**src/deq_pkg.sv**
```systemverilog
// Shared types for the double-ended queue: operation and status codes, transaction payloads, store request.
package deq_pkg;

  localparam int unsigned DataWidth = 32;

  typedef enum logic [1:0] {
    OP_PUSH_FRONT  = 2'd0,
    OP_POP_FRONT   = 2'd1,
    OP_INJECT_REAR = 2'd2,
    OP_EJECT_REAR  = 2'd3
  } op_t;

  typedef enum logic [1:0] {
    STATUS_DONE  = 2'd0,
    STATUS_FULL  = 2'd1,
    STATUS_EMPTY = 2'd2
  } status_t;

  typedef struct packed {
    op_t                  op;
    logic [DataWidth-1:0] value;
  } in_t;

  typedef struct packed {
    status_t              status;
    logic [DataWidth-1:0] removed_value;
  } out_t;

  typedef struct packed {
    logic    we;
    logic    re;
    status_t status;
  } mem_req_t;

endpackage

```
**src/deq_mem.sv**
```systemverilog
// Element store: single-port synchronous RAM with registered read data.
module deq_mem #(
  parameter int unsigned DEPTH = 16,
  parameter int unsigned WIDTH = 32
) (
  input  logic                     clk,
  input  logic                     we,
  input  logic                     re,
  input  logic [$clog2(DEPTH)-1:0] addr,
  input  logic [WIDTH-1:0]         wdata,
  output logic [WIDTH-1:0]         rdata
);

  logic [WIDTH-1:0] mem [DEPTH];

  always_ff @(posedge clk) begin
    if (we) begin
      mem[addr] <= wdata;
    end
    if (re) begin
      rdata <= mem[addr];
    end
  end

endmodule

```
**src/deq_ctrl.sv**
```systemverilog
// Front index and entry count tracking; decodes each transaction into a store access.
module deq_ctrl #(
  parameter int unsigned DEPTH = 16
) (
  input  logic                     clk,
  input  logic                     rst_n,
  input  logic                     accept,
  input  deq_pkg::op_t             op,
  output deq_pkg::mem_req_t        req,
  output logic [$clog2(DEPTH)-1:0] addr
);
  import deq_pkg::*;

  localparam int unsigned AW = $clog2(DEPTH);
  localparam int unsigned CW = $clog2(DEPTH + 1);
  localparam int unsigned SW = AW + 1;

  logic [AW-1:0] front_r, front_nxt;
  logic [CW-1:0] count_r, count_nxt;
  logic          full, empty;
  logic [AW-1:0] front_dec, front_inc;
  logic [SW-1:0] rear_sum, last_sum;
  logic [AW-1:0] rear_slot, last_slot;

  always_comb begin
    full      = (count_r == CW'(DEPTH));
    empty     = (count_r == '0);
    front_dec = (front_r == '0) ? AW'(DEPTH - 1) : front_r - 1'b1;
    front_inc = (front_r == AW'(DEPTH - 1)) ? '0 : front_r + 1'b1;
    rear_sum  = SW'(front_r) + SW'(count_r);
    last_sum  = rear_sum - 1'b1;
    rear_slot = (rear_sum >= SW'(DEPTH)) ? AW'(rear_sum - SW'(DEPTH)) : AW'(rear_sum);
    last_slot = (last_sum >= SW'(DEPTH)) ? AW'(last_sum - SW'(DEPTH)) : AW'(last_sum);
  end

  always_comb begin
    front_nxt  = front_r;
    count_nxt  = count_r;
    addr       = front_r;
    req.we     = 1'b0;
    req.re     = 1'b0;
    req.status = STATUS_DONE;
    unique case (op)
      OP_PUSH_FRONT: begin
        addr = front_dec;
        if (full) begin
          req.status = STATUS_FULL;
        end else begin
          req.we    = accept;
          front_nxt = front_dec;
          count_nxt = count_r + 1'b1;
        end
      end
      OP_INJECT_REAR: begin
        addr = rear_slot;
        if (full) begin
          req.status = STATUS_FULL;
        end else begin
          req.we    = accept;
          count_nxt = count_r + 1'b1;
        end
      end
      OP_POP_FRONT: begin
        addr = front_r;
        if (empty) begin
          req.status = STATUS_EMPTY;
        end else begin
          req.re    = accept;
          front_nxt = front_inc;
          count_nxt = count_r - 1'b1;
        end
      end
      OP_EJECT_REAR: begin
        addr = last_slot;
        if (empty) begin
          req.status = STATUS_EMPTY;
        end else begin
          req.re    = accept;
          count_nxt = count_r - 1'b1;
        end
      end
      default: begin
        req.status = STATUS_DONE;
      end
    endcase
  end

  always_ff @(posedge clk) begin
    if (!rst_n) begin
      front_r <= '0;
      count_r <= '0;
    end else if (accept) begin
      front_r <= front_nxt;
      count_r <= count_nxt;
    end
  end

`ifndef ASSERT_OFF
  a_count_bound: assert property (@(posedge clk) disable iff (!rst_n)
    count_r <= CW'(DEPTH) && front_r <= AW'(DEPTH - 1))
    else $error("entry count or front index out of range");

  a_refused_keeps_state: assert property (@(posedge clk) disable iff (!rst_n)
    accept && req.status != STATUS_DONE |=> $stable(count_r) && $stable(front_r))
    else $error("refused transaction changed queue state");

  a_insert_grows: assert property (@(posedge clk) disable iff (!rst_n)
    accept && req.we |=> count_r == $past(count_r) + 1'b1)
    else $error("insert did not grow entry count");

  a_one_access: assert property (@(posedge clk) disable iff (!rst_n)
    !(req.we && req.re))
    else $error("read and write issued together");
`endif

endmodule

```
**src/double_ended_queue.sv**
```systemverilog
// Top level of the bounded double-ended queue: handshakes, result pipeline and store.
//
// Usage:
//   Input channel (in_valid/in_ready/in_data) carries one operation per
//   transaction: push front, pop front, inject rear or eject rear, plus a
//   value for inserts. Every transaction yields exactly one result on the
//   output channel (out_valid/out_ready/out_data): a status (done, full or
//   empty) and, for a successful pop or eject, the removed element.
//   Result path: the read stage, where the single-port element store is
//   read, then the output register.
//   Throughput: one transaction per cycle while out_ready stays high; each
//   operation does at most one store access; front ops alone move the index.
//   Stall: a result held at the output lets one more transaction enter and
//   wait in the read stage; then in_ready drops until out_ready returns.
//   Reset (rst_n low, synchronous): queue empty, front index zero, no result
//   pending. The store is not cleared; only live entries are ever read.
//   ELEMENT_WIDTH sets the stored width; values are truncated or
//   zero-extended to it, results to 32 bits.
module double_ended_queue #(
  parameter int unsigned DEPTH         = 16,
  parameter int unsigned ELEMENT_WIDTH = 32
) (
  input  logic          clk,
  input  logic          rst_n,
  input  logic          in_valid,
  output logic          in_ready,
  input  deq_pkg::in_t  in_data,
  output logic          out_valid,
  input  logic          out_ready,
  output deq_pkg::out_t out_data
);
  import deq_pkg::*;

  localparam int unsigned AW = $clog2(DEPTH);

  logic                     accept;
  mem_req_t                 req;
  logic [AW-1:0]            addr;
  logic [63:0]              val_ext;
  logic [ELEMENT_WIDTH-1:0] wdata, rdata;
  logic [63:0]              rd_ext;

  logic                     pend_r;
  status_t                  pend_status_r;
  logic                     pend_take_r;
  logic                     advance;

  logic                     out_valid_r;
  out_t                     out_data_r;

  assign advance  = pend_r && (!out_valid_r || out_ready);
  assign in_ready = !pend_r || advance;
  assign accept   = in_valid && in_ready;

  assign val_ext = {32'b0, in_data.value};
  assign wdata   = val_ext[ELEMENT_WIDTH-1:0];
  assign rd_ext  = 64'(rdata);

  deq_ctrl #(.DEPTH(DEPTH)) u_ctrl (
    .clk    (clk),
    .rst_n  (rst_n),
    .accept (accept),
    .op     (in_data.op),
    .req    (req),
    .addr   (addr)
  );

  deq_mem #(.DEPTH(DEPTH), .WIDTH(ELEMENT_WIDTH)) u_mem (
    .clk   (clk),
    .we    (req.we),
    .re    (req.re),
    .addr  (addr),
    .wdata (wdata),
    .rdata (rdata)
  );

  always_ff @(posedge clk) begin
    if (!rst_n) begin
      pend_r      <= 1'b0;
      out_valid_r <= 1'b0;
    end else begin
      if (accept) begin
        pend_r <= 1'b1;
      end else if (advance) begin
        pend_r <= 1'b0;
      end
      if (advance) begin
        out_valid_r <= 1'b1;
      end else if (out_ready) begin
        out_valid_r <= 1'b0;
      end
    end
  end

  always_ff @(posedge clk) begin
    if (accept) begin
      pend_status_r <= req.status;
      pend_take_r   <= req.re;
    end
    if (advance) begin
      out_data_r.status        <= pend_status_r;
      out_data_r.removed_value <= pend_take_r ? rd_ext[DataWidth-1:0] : '0;
    end
  end

  assign out_valid = out_valid_r;
  assign out_data  = out_data_r;

`ifndef ASSERT_OFF
  a_no_overwrite: assert property (@(posedge clk) disable iff (!rst_n)
    out_valid_r && !out_ready |=> out_valid_r && $stable(out_data_r))
    else $error("held result was overwritten");

  a_pend_stall: assert property (@(posedge clk) disable iff (!rst_n)
    pend_r && !advance |=> pend_r)
    else $error("pending transaction dropped");

  a_refused_zero: assert property (@(posedge clk) disable iff (!rst_n)
    out_valid_r && out_data_r.status != STATUS_DONE |-> out_data_r.removed_value == '0)
    else $error("refused transaction returned data");
`endif

endmodule

```
**config.mk**
```make
export PLATFORM = sky130hd
export DESIGN_NAME = double_ended_queue
export DESIGN_NICKNAME = d
export VERILOG_FILES = /design/src/deq_pkg.sv /design/src/deq_mem.sv /design/src/deq_ctrl.sv /design/src/double_ended_queue.sv
export SDC_FILE = /design/constraint.sdc
export NUM_CORES = 1
export LEC_CHECK = 0
export BUFFER_PORTS_ARGS = -buffer_cell sky130_fd_sc_hd__buf_2
export CAP_MARGIN = 20
export CORE_MARGIN = 2
export CORE_UTILIZATION = 34
export DETAILED_ROUTE_END_ITERATION = 8
export SETUP_SLACK_MARGIN = 0.4
export SLEW_MARGIN = 0
export SYNTH_ARGS = -nofsm -noshare
export SYNTH_HDL_FRONTEND = slang
export SYNTH_SLANG_ARGS = --single-unit
```
**constraint.sdc**
```tcl
create_clock -name clk -period 12.5 [get_ports clk]
set_input_delay 0.625 -clock clk [delete_from_list [all_inputs] [get_ports clk]]
set_output_delay 0.625 -clock clk [all_outputs]
set_load 0.1 [all_outputs]
```
==> results of run 1 <==
## placed cells by master (no fill, tap or decap), drive strengths merged
cell / instances
nor4: 2
nor2: 20
buf: 100
xor2: 3
a22o: 1
o2111a: 1
and2: 38
o21a: 1
or2: 1
dfxtp: 11
a2111oi: 1
inv: 15
a21oi: 10
or4: 2
nor2b: 6
a21o: 3
nor3: 5
clkbuf: 63
ha: 9
or3b: 1
mux2i: 134
mux4: 116
nand2b: 4
o21bai: 1
o211ai: 2
nor4b: 1
fa: 2
bufinv: 7
xnor2: 8
o211a: 1
and3: 2
or3: 1
edfxtp: 581
a21boi: 3
nand3: 3
nand2: 13
clkinv: 26
o21ai: 13
clkinvlp: 4
## kinds of logic after synthesis
| group | count (synthesis) | share of synthesized area |
|---|---|---|
| xor gates and xnor gates | 11 | 0.00419 |
| and+or+nand+nor | 99 | 0.0237 |
| DFF | 592 | 0.768 |
| buffers and inverters | 59 | 0.0150 |
| AOI/OAI and AO/OA | 37 | 0.0106 |
| adders and majority gates | 11 | 0.00664 |
| muxes | 250 | 0.172 |
## routing by layer
layer  share of wire  vias up  track usage
li1                -     4575            -
met1            0.44     5573        0.190
met2            0.50      226        0.239
met3           0.041       64       0.0225
met4           0.017        4       0.0393
met5         0.00041        -            0
## power breakdown
| part | leakage (nW) | internal, W | switching, W |
|---|---|---|---|
| registers | 5.35 | 0.00230 | 0.0000289 |
| clock network | 0.921 | 0.000984 | 0.000742 |
| logic | 2.48 | 0.000426 | 0.000575 |
| total | 8.76 | 0.00371 | 0.00135 |
## final timing paths
kind                                to
min reg2reg     out_data[32]$_DFFE_PP_
max          u_mem.rdata[23]$_DFFE_PP_
min                pend_r$_SDFFE_PN0P_
max reg2reg  u_mem.rdata[23]$_DFFE_PP_
## cell type report
type | count | area (sq um) | share of cell area
Clock buffer | 63 | 1450 | 0.0546
Clock inverter | 40 | 415 | 0.0157
Inverter | 12 | 45.0 | 0.00170
Multi-Input combinational cell | 408 | 5150 | 0.194
Sequential cell | 592 | 17700 | 0.666
Tap cell | 873 | 1090 | 0.0412
Timing Repair Buffer | 100 | 708 | 0.0267
## metrics by stage
step | util | area, sq um | hold slack, ps
6_report | 0.396 | 26500 | 273
3_5_place_dp | 0.368 | 24700 | 409
3_3_place_gp | 0.365 | 24500 | 408
5_1_grt | 0.396 | 26500 | 286
2_1_floorplan | - | 23000 | 400
4_1_cts | 0.396 | 26500 | 235
## Yosys cell counts (3+ instances only)
cell type / number / area [sq um]
buf_6: 3 / 33.8
dfxtp_1: 11 / 220
clkbuf_1: 4 / 15.0
mux4_2: 116 / 2610
edfxtp_1: 581 / 17400
nand2_1: 13 / 48.8
xor2_1: 3 / 26.3
a21oi_1: 10 / 50.1
buf_4: 15 / 113
a21boi_0: 3 / 22.5
and2_1: 38 / 238
nand3_1: 3 / 15.0
nand2b_1: 4 / 25.0
inv_1: 10 / 37.5
clkbuf_4: 5 / 37.5
xnor2_1: 8 / 70.1
mux2i_1: 134 / 1340
nor2b_1: 6 / 37.5
buf_2: 20 / 100
nor2_1: 20 / 75.1
a21o_1: 3 / 22.5
o21ai_0: 9 / 45.0
ha_1: 9 / 113
nor3_1: 4 / 20.0
## flip-flops by register name (all words and copies together), names as in the netlist
register and flops:
u_mem.rdata 32, pend_r 1, out_data 34, u_ctrl.front_r 4
pend_take_r 1, out_valid 1, pend_status_r 2, u_ctrl.count_r 5
u_mem.mem 512
## critical path, delay by kind of cell (launching register included)
kind / cells / cell delay (ps)
fa+ha+maj: 3 / 870
compound gates: 1 / 240
flops: 1 / 480
buf+inv: 3 / 1740
simple gates: 2 / 170
xor+xnor: 1 / 160
mux: 3 / 800
==> flow_summary.json, run 1 <==
{
  "outcome": "complete, no violations",
  "clkSinkCount": 592,
  "synthCells": 1059,
  "grt_pass1_vias": 11100,
  "synth_area_sq_um": 23000,
  "tns_ps": 0,
  "avgRoutedWirePerCell_um": 23.4,
  "min_from": "in_valid",
  "yosysSeqAreaShare": 0.768,
  "path_class": "register to register",
  "place.gp.congestion": 0.722,
  "ioPinCount": 74,
  "drc_errors": 0,
  "clk_latency_ps": 640,
  "ir_drop_uv": 123,
  "start_util": 0.343,
  "cts_root_buffer": "clkbuf_16",
  "synth_nets": 1108,
  "ctsLongestPathBuffers": 3,
  "antenna_found_initial": 4,
  "final.setup_skew_ps": 32.1,
  "tightest_slew_ps": 929,
  "finalNonFillerCells": 2088,
  "overflow": 0,
  "synth_edf_count": 581,
  "dpl_worst_slack_ps": 7640,
  "max_freq_mhz": 207,
  "critPathArrivalTime_ps": 5190,
  "ff2ff_setup_slack_ps": 7670,
  "place_inst": 1985,
  "fin_crit_ps": 4830,
  "critPathCaptureType": "register",
  "hold_path_class": "primary input to register",
  "cp_max_fo": 57,
  "cts_hold_repair.buffers": 0,
  "r2r-start": "u_ctrl.front_r[0]$_SDFFE_PN0P_",
  "dp_hpwl_mm": 28.0,
  "startpoint_type": "register",
  "finalSetupViolations": 0,
  "crit_path_top_delay_cell": "buf_4",
  "cts_resized": 0,
  "synth_area_per_cell_sq_um": 21.7,
  "grt_first_pass_wirelength_mm": 73.0,
  "finalCritPeriodShare": 0.387,
  "row_count": 95,
  "total_power_w": 0.00505,
  "cts_buffers": 56,
  "p_per_area_nw_per_um2": 191,
  "ant_nets": 0,
  "maxCapViolations": 0,
  "drive_gt1_frac": 0.274,
  "nets": 1219,
  "vias": 10400,
  "rsz0062_at_grt": "no",
  "path_clk_slew_ps": 70,
  "via_per_inst": 5.00,
  "synthArstFlopShare": 0,
  "drv_slew": 0,
  "dr.pass1.iters": 7,
  "startpoint": "u_ctrl.front_r[0]$_SDFFE_PN0P_",
  "slew_headroom": 0.381,
  "core_area_sq_um": 67000,
  "drt_iter0_drc": 991,
  "ys_ff_latch": 592,
  "die_w_um": 264,
  "r2r_cells": 13,
  "critPathMaxStageDelay_ps": 840,
  "post_cts_buffers": 0,
  "cts_tree": "yes",
  "cts_max_level": 2,
  "synth_ff_type": "edfxtp_1",
  "n_fill_cell": 5971,
  "die-height_um": 264,
  "setup_slack_ps": 7670,
  "yosysWarnings": 0,
  "cp_cell_sequence": "ha_1 > fa_1 > inv_1 > ha_1 > nand2_1 > xnor2_1 > nand2_1 > o21ai_4 > buf_4 > buf_4 > mux4_2 > mux2i_1 > mux2i_1",
  "diodes": 0,
  "grt_usage": 0.141,
  "grt_max_degree": 91,
  "p_leak_nw": 8.76,
  "required_ps": 12850,
  "die_area_sq_um": 69700,
  "wirelength_mm": 48.8,
  "finalHoldViolCount": 0,
  "area_delta_synth_final_pct": 15.3,
  "port_buffers": 73,
  "ys_types": 43,
  "hold_depth": 3
}
Note: power is estimated with default switching activity, not from simulation.
==> run 2: changes to the inputs <==
--- a/config.mk
+++ b/config.mk
@@ -5,6 +5,7 @@
 export SDC_FILE = /design/constraint.sdc
 export NUM_CORES = 1
 export LEC_CHECK = 0
+export ABC_AREA = 1
 export BUFFER_PORTS_ARGS = -buffer_cell sky130_fd_sc_hd__buf_2
 export CAP_MARGIN = 20
 export CORE_MARGIN = 2
==> constraint.sdc (replaced) <==
create_clock -name clk -period 4.7 [get_ports clk]
set_input_delay 0.235 -clock clk [delete_from_list [all_inputs] [get_ports clk]]
set_output_delay 0.235 -clock clk [all_outputs]
set_load 0.1 [all_outputs]
==> run 2 against run 1 <==
Clock skew is 16 ps lower. Sequential share of layout area is 4.7 points lower. Clock power grew to 2.7 times the previous value. Power grew to 2.7 times the previous value. Via count is 59% higher. Critical path depth is 1 lower. Largest cell class unchanged. Highest routed layer is now met4.
==> flow_summary.json, run 2 <==
{
  "path_clk_slew_ps": 70,
  "finalSetupViolations": 0,
  "die-height_um": 274,
  "drive_gt1_frac": 0.101,
  "fin_crit_ps": 3700,
  "vias": 16600,
  "stdcell_area_sq_um": 28500,
  "tns_ps": 0,
  "synth_nets": 2272,
  "critPathCaptureType": "register",
  "cts_buffers": 57,
  "required_ps": 5020,
  "core_area_sq_um": 72600,
  "n_fill_cell": 6965,
  "synthCells": 2223,
  "ys_ff_latch": 592,
  "final_cell_mix": "nand2_1 (871), edfxtp_1 (581), nand3_1 (464)",
  "ctsLongestPathBuffers": 3,
  "p_per_area_nw_per_um2": 474,
  "final.setup_skew_ps": 16.3,
  "yosys.area.top_type_share": 0.703,
  "tightest_slew_ps": 1200,
  "grt_max_degree": 240,
  "maxCapViolations": 0,
  "synthMuxAreaShare": 0.000454,
  "swShare": 0.296,
  "grt_usage": 0.167,
  "finalNonFillerCells": 3302,
  "port_buffers": 73,
  "row_count": 99,
  "dp_hpwl_mm": 33.5,
  "slew_headroom": 0.198,
  "cts_root_buffer": "clkbuf_16",
  "dpl-instance-area_sq_um": 26300,
  "finalCritPeriodShare": 0.788,
  "ys_types": 31,
  "avgRoutedWirePerCell_um": 19.3,
  "overflow": 0,
  "synth_top_family_by_area": "simple AND/OR/NAND/NOR gates",
  "critPathArrivalTime_ps": 4020,
  "drv_slew": 0,
  "max_freq_mhz": 270,
  "drc_errors": 0,
  "cp_max_fo": 21,
  "clkSinkCount": 592,
  "synth_edf_count": 581,
  "power.share.clock": 0.351,
  "nets": 2343,
  "grt_first_pass_wirelength_mm": 96.9,
  "die_w_um": 274,
  "yosysSeqAreaShare": 0.712,
  "via_per_inst": 5.02,
  "wirelength_mm": 63.6,
  "p_leak_nw": 11.1,
  "p_switching_w": 0.00400,
  "final_common_cell": "nand2_1",
  "outcome": "complete, no violations",
  "clk_latency_ps": 630,
  "cts_max_level": 2,
  "ys_top_cells_by_area": "edfxtp_1 (70%), nand2_1 (13%), nand3_1 (9.4%)",
  "start_util": 0.342,
  "dr.pass1.iters": 7,
  "pwr-share-seq": 0.452,
  "hold_path_class": "primary input to register",
  "synth_area_sq_um": 24800,
  "antenna_found_initial": 1,
  "drt_iter0_drc": 1609,
  "startpoint_type": "register",
  "comb_power_share": 0.197,
  "holdWs_ps": 27.5,
  "area_delta_synth_final_pct": 15.1,
  "yosysMostFrequentCell": "nand2_1",
  "place_inst": 3166,
  "rsz0062_at_grt": "no",
  "internal_power_w": 0.00952,
  "dpl_worst_slack_ps": 1010,
  "synth_ff_type": "edfxtp_1",
  "synthArstFlopShare": 0,
  "synth_area_per_cell_sq_um": 11.2,
  "ir_drop_uv": 284,
  "netlist_top_cells_count": "nand2_1 (872), edfxtp_1 (581), nand3_1 (464)",
  "finalHoldViolCount": 0,
  "place.gp.congestion": 0.756,
  "ioPinCount": 74,
  "top_register": "u_mem.mem",
  "die_area_sq_um": 75200,
  "synth_xor_area_frac": 0.00282,
  "largest_reg_flops": 512,
  "setup_slack_ps": 998,
  "ant_nets": 0,
  "synth-compound-area-share": 0.00741,
  "synthSimpleGateAreaFrac": 0.233,
  "path_class": "register to register",
  "synthAdderAreaFrac": 0.00615,
  "yosysWarnings": 0,
  "grt_pass1_vias": 16100,
  "synth_largest_area_cell": "edfxtp_1",
  "cts_tree": "yes"
}
run 2: path summary, 6_finish.rpt:
| check | from | endpoint | slack (ps) | depth (start not counted) |
|---|---|---|---|---|
| min | in_data[4] | u_mem.mem[5][4]$_DFFE_PP_ | 30 | 1 |
| max | u_ctrl.front_r[0]$_SDFFE_PN0P_ | u_mem.mem[5][24]$_DFFE_PP_ | 1000 | 12 |
| min reg2reg | pend_status_r[0]$_SDFFCE_PP0P_ | out_data[32]$_DFFE_PP_ | 430 | 0 |
| max reg2reg | u_ctrl.front_r[0]$_SDFFE_PN0P_ | u_mem.mem[5][24]$_DFFE_PP_ | 1000 | 12 |
run 2: worst max-delay path: stages (launching register included):
cell and delay [ps]:
dfxtp_1 510, ha_1 250, fa_1 450, nor2_1 120
inv_1 40, nor2_1 140, nand3_1 90, nand3_1 80
nand2_1 60, nand2_2 520, nand2_1 400, nor2_4 450
buf_12 240
run 2: per-stage QoR:
step                utilization  power (W)
floorplan                     -    0.00809
global placement          0.363    0.00884
detailed placement        0.363    0.00887
CTS                       0.393     0.0136
global route              0.393     0.0141
finish                    0.393     0.0135
run 2: logic make-up after synthesis:
logic type,Yosys count
muxes,1
xor gates and xnor gates,8
buffers and inverters,202
AOI/OAI and AO/OA,34
DFF,592
and+or+nand+nor,1375
adders and majority gates,11
run 2: layout make-up:
type,count,area [sq um],area share
timing repair buffer,149,1110,0.0387
clock inverter,39,440,0.0154
inverter,65,246,0.00863
antenna,1,2.50,0.0000877
clock buffer,68,1490,0.0522
multi-input combinational,1429,6400,0.224
sequential,592,17700,0.619
tap,959,1200,0.0420
run 2: power by group through the flow:
stage	Sequential, W	Combinational [W]	Clock (W)
detailed placement	0.00623	0.00264	0
CTS	0.00612	0.00267	0.00483
global placement	0.00623	0.00261	0
floorplan	0.00634	0.00175	0
finish	0.00612	0.00266	0.00474
global route	0.00613	0.00296	0.00502
run 2: per-layer routing:
layer,GRT usage,part of all wire,vias to the layer above
li1,-,-,7812
met1,0.222,0.43,8124
met2,0.282,0.48,546
met3,0.0264,0.059,99
met4,0.0501,0.026,0
met5,0,0,-
run 2: repair_timing:
item | CTS | global route
resized for setup | 0 | 0
hold buffers | 28 | 0
endpoints found under the hold margin | 394 | 0
buffers inserted | 0 | 0
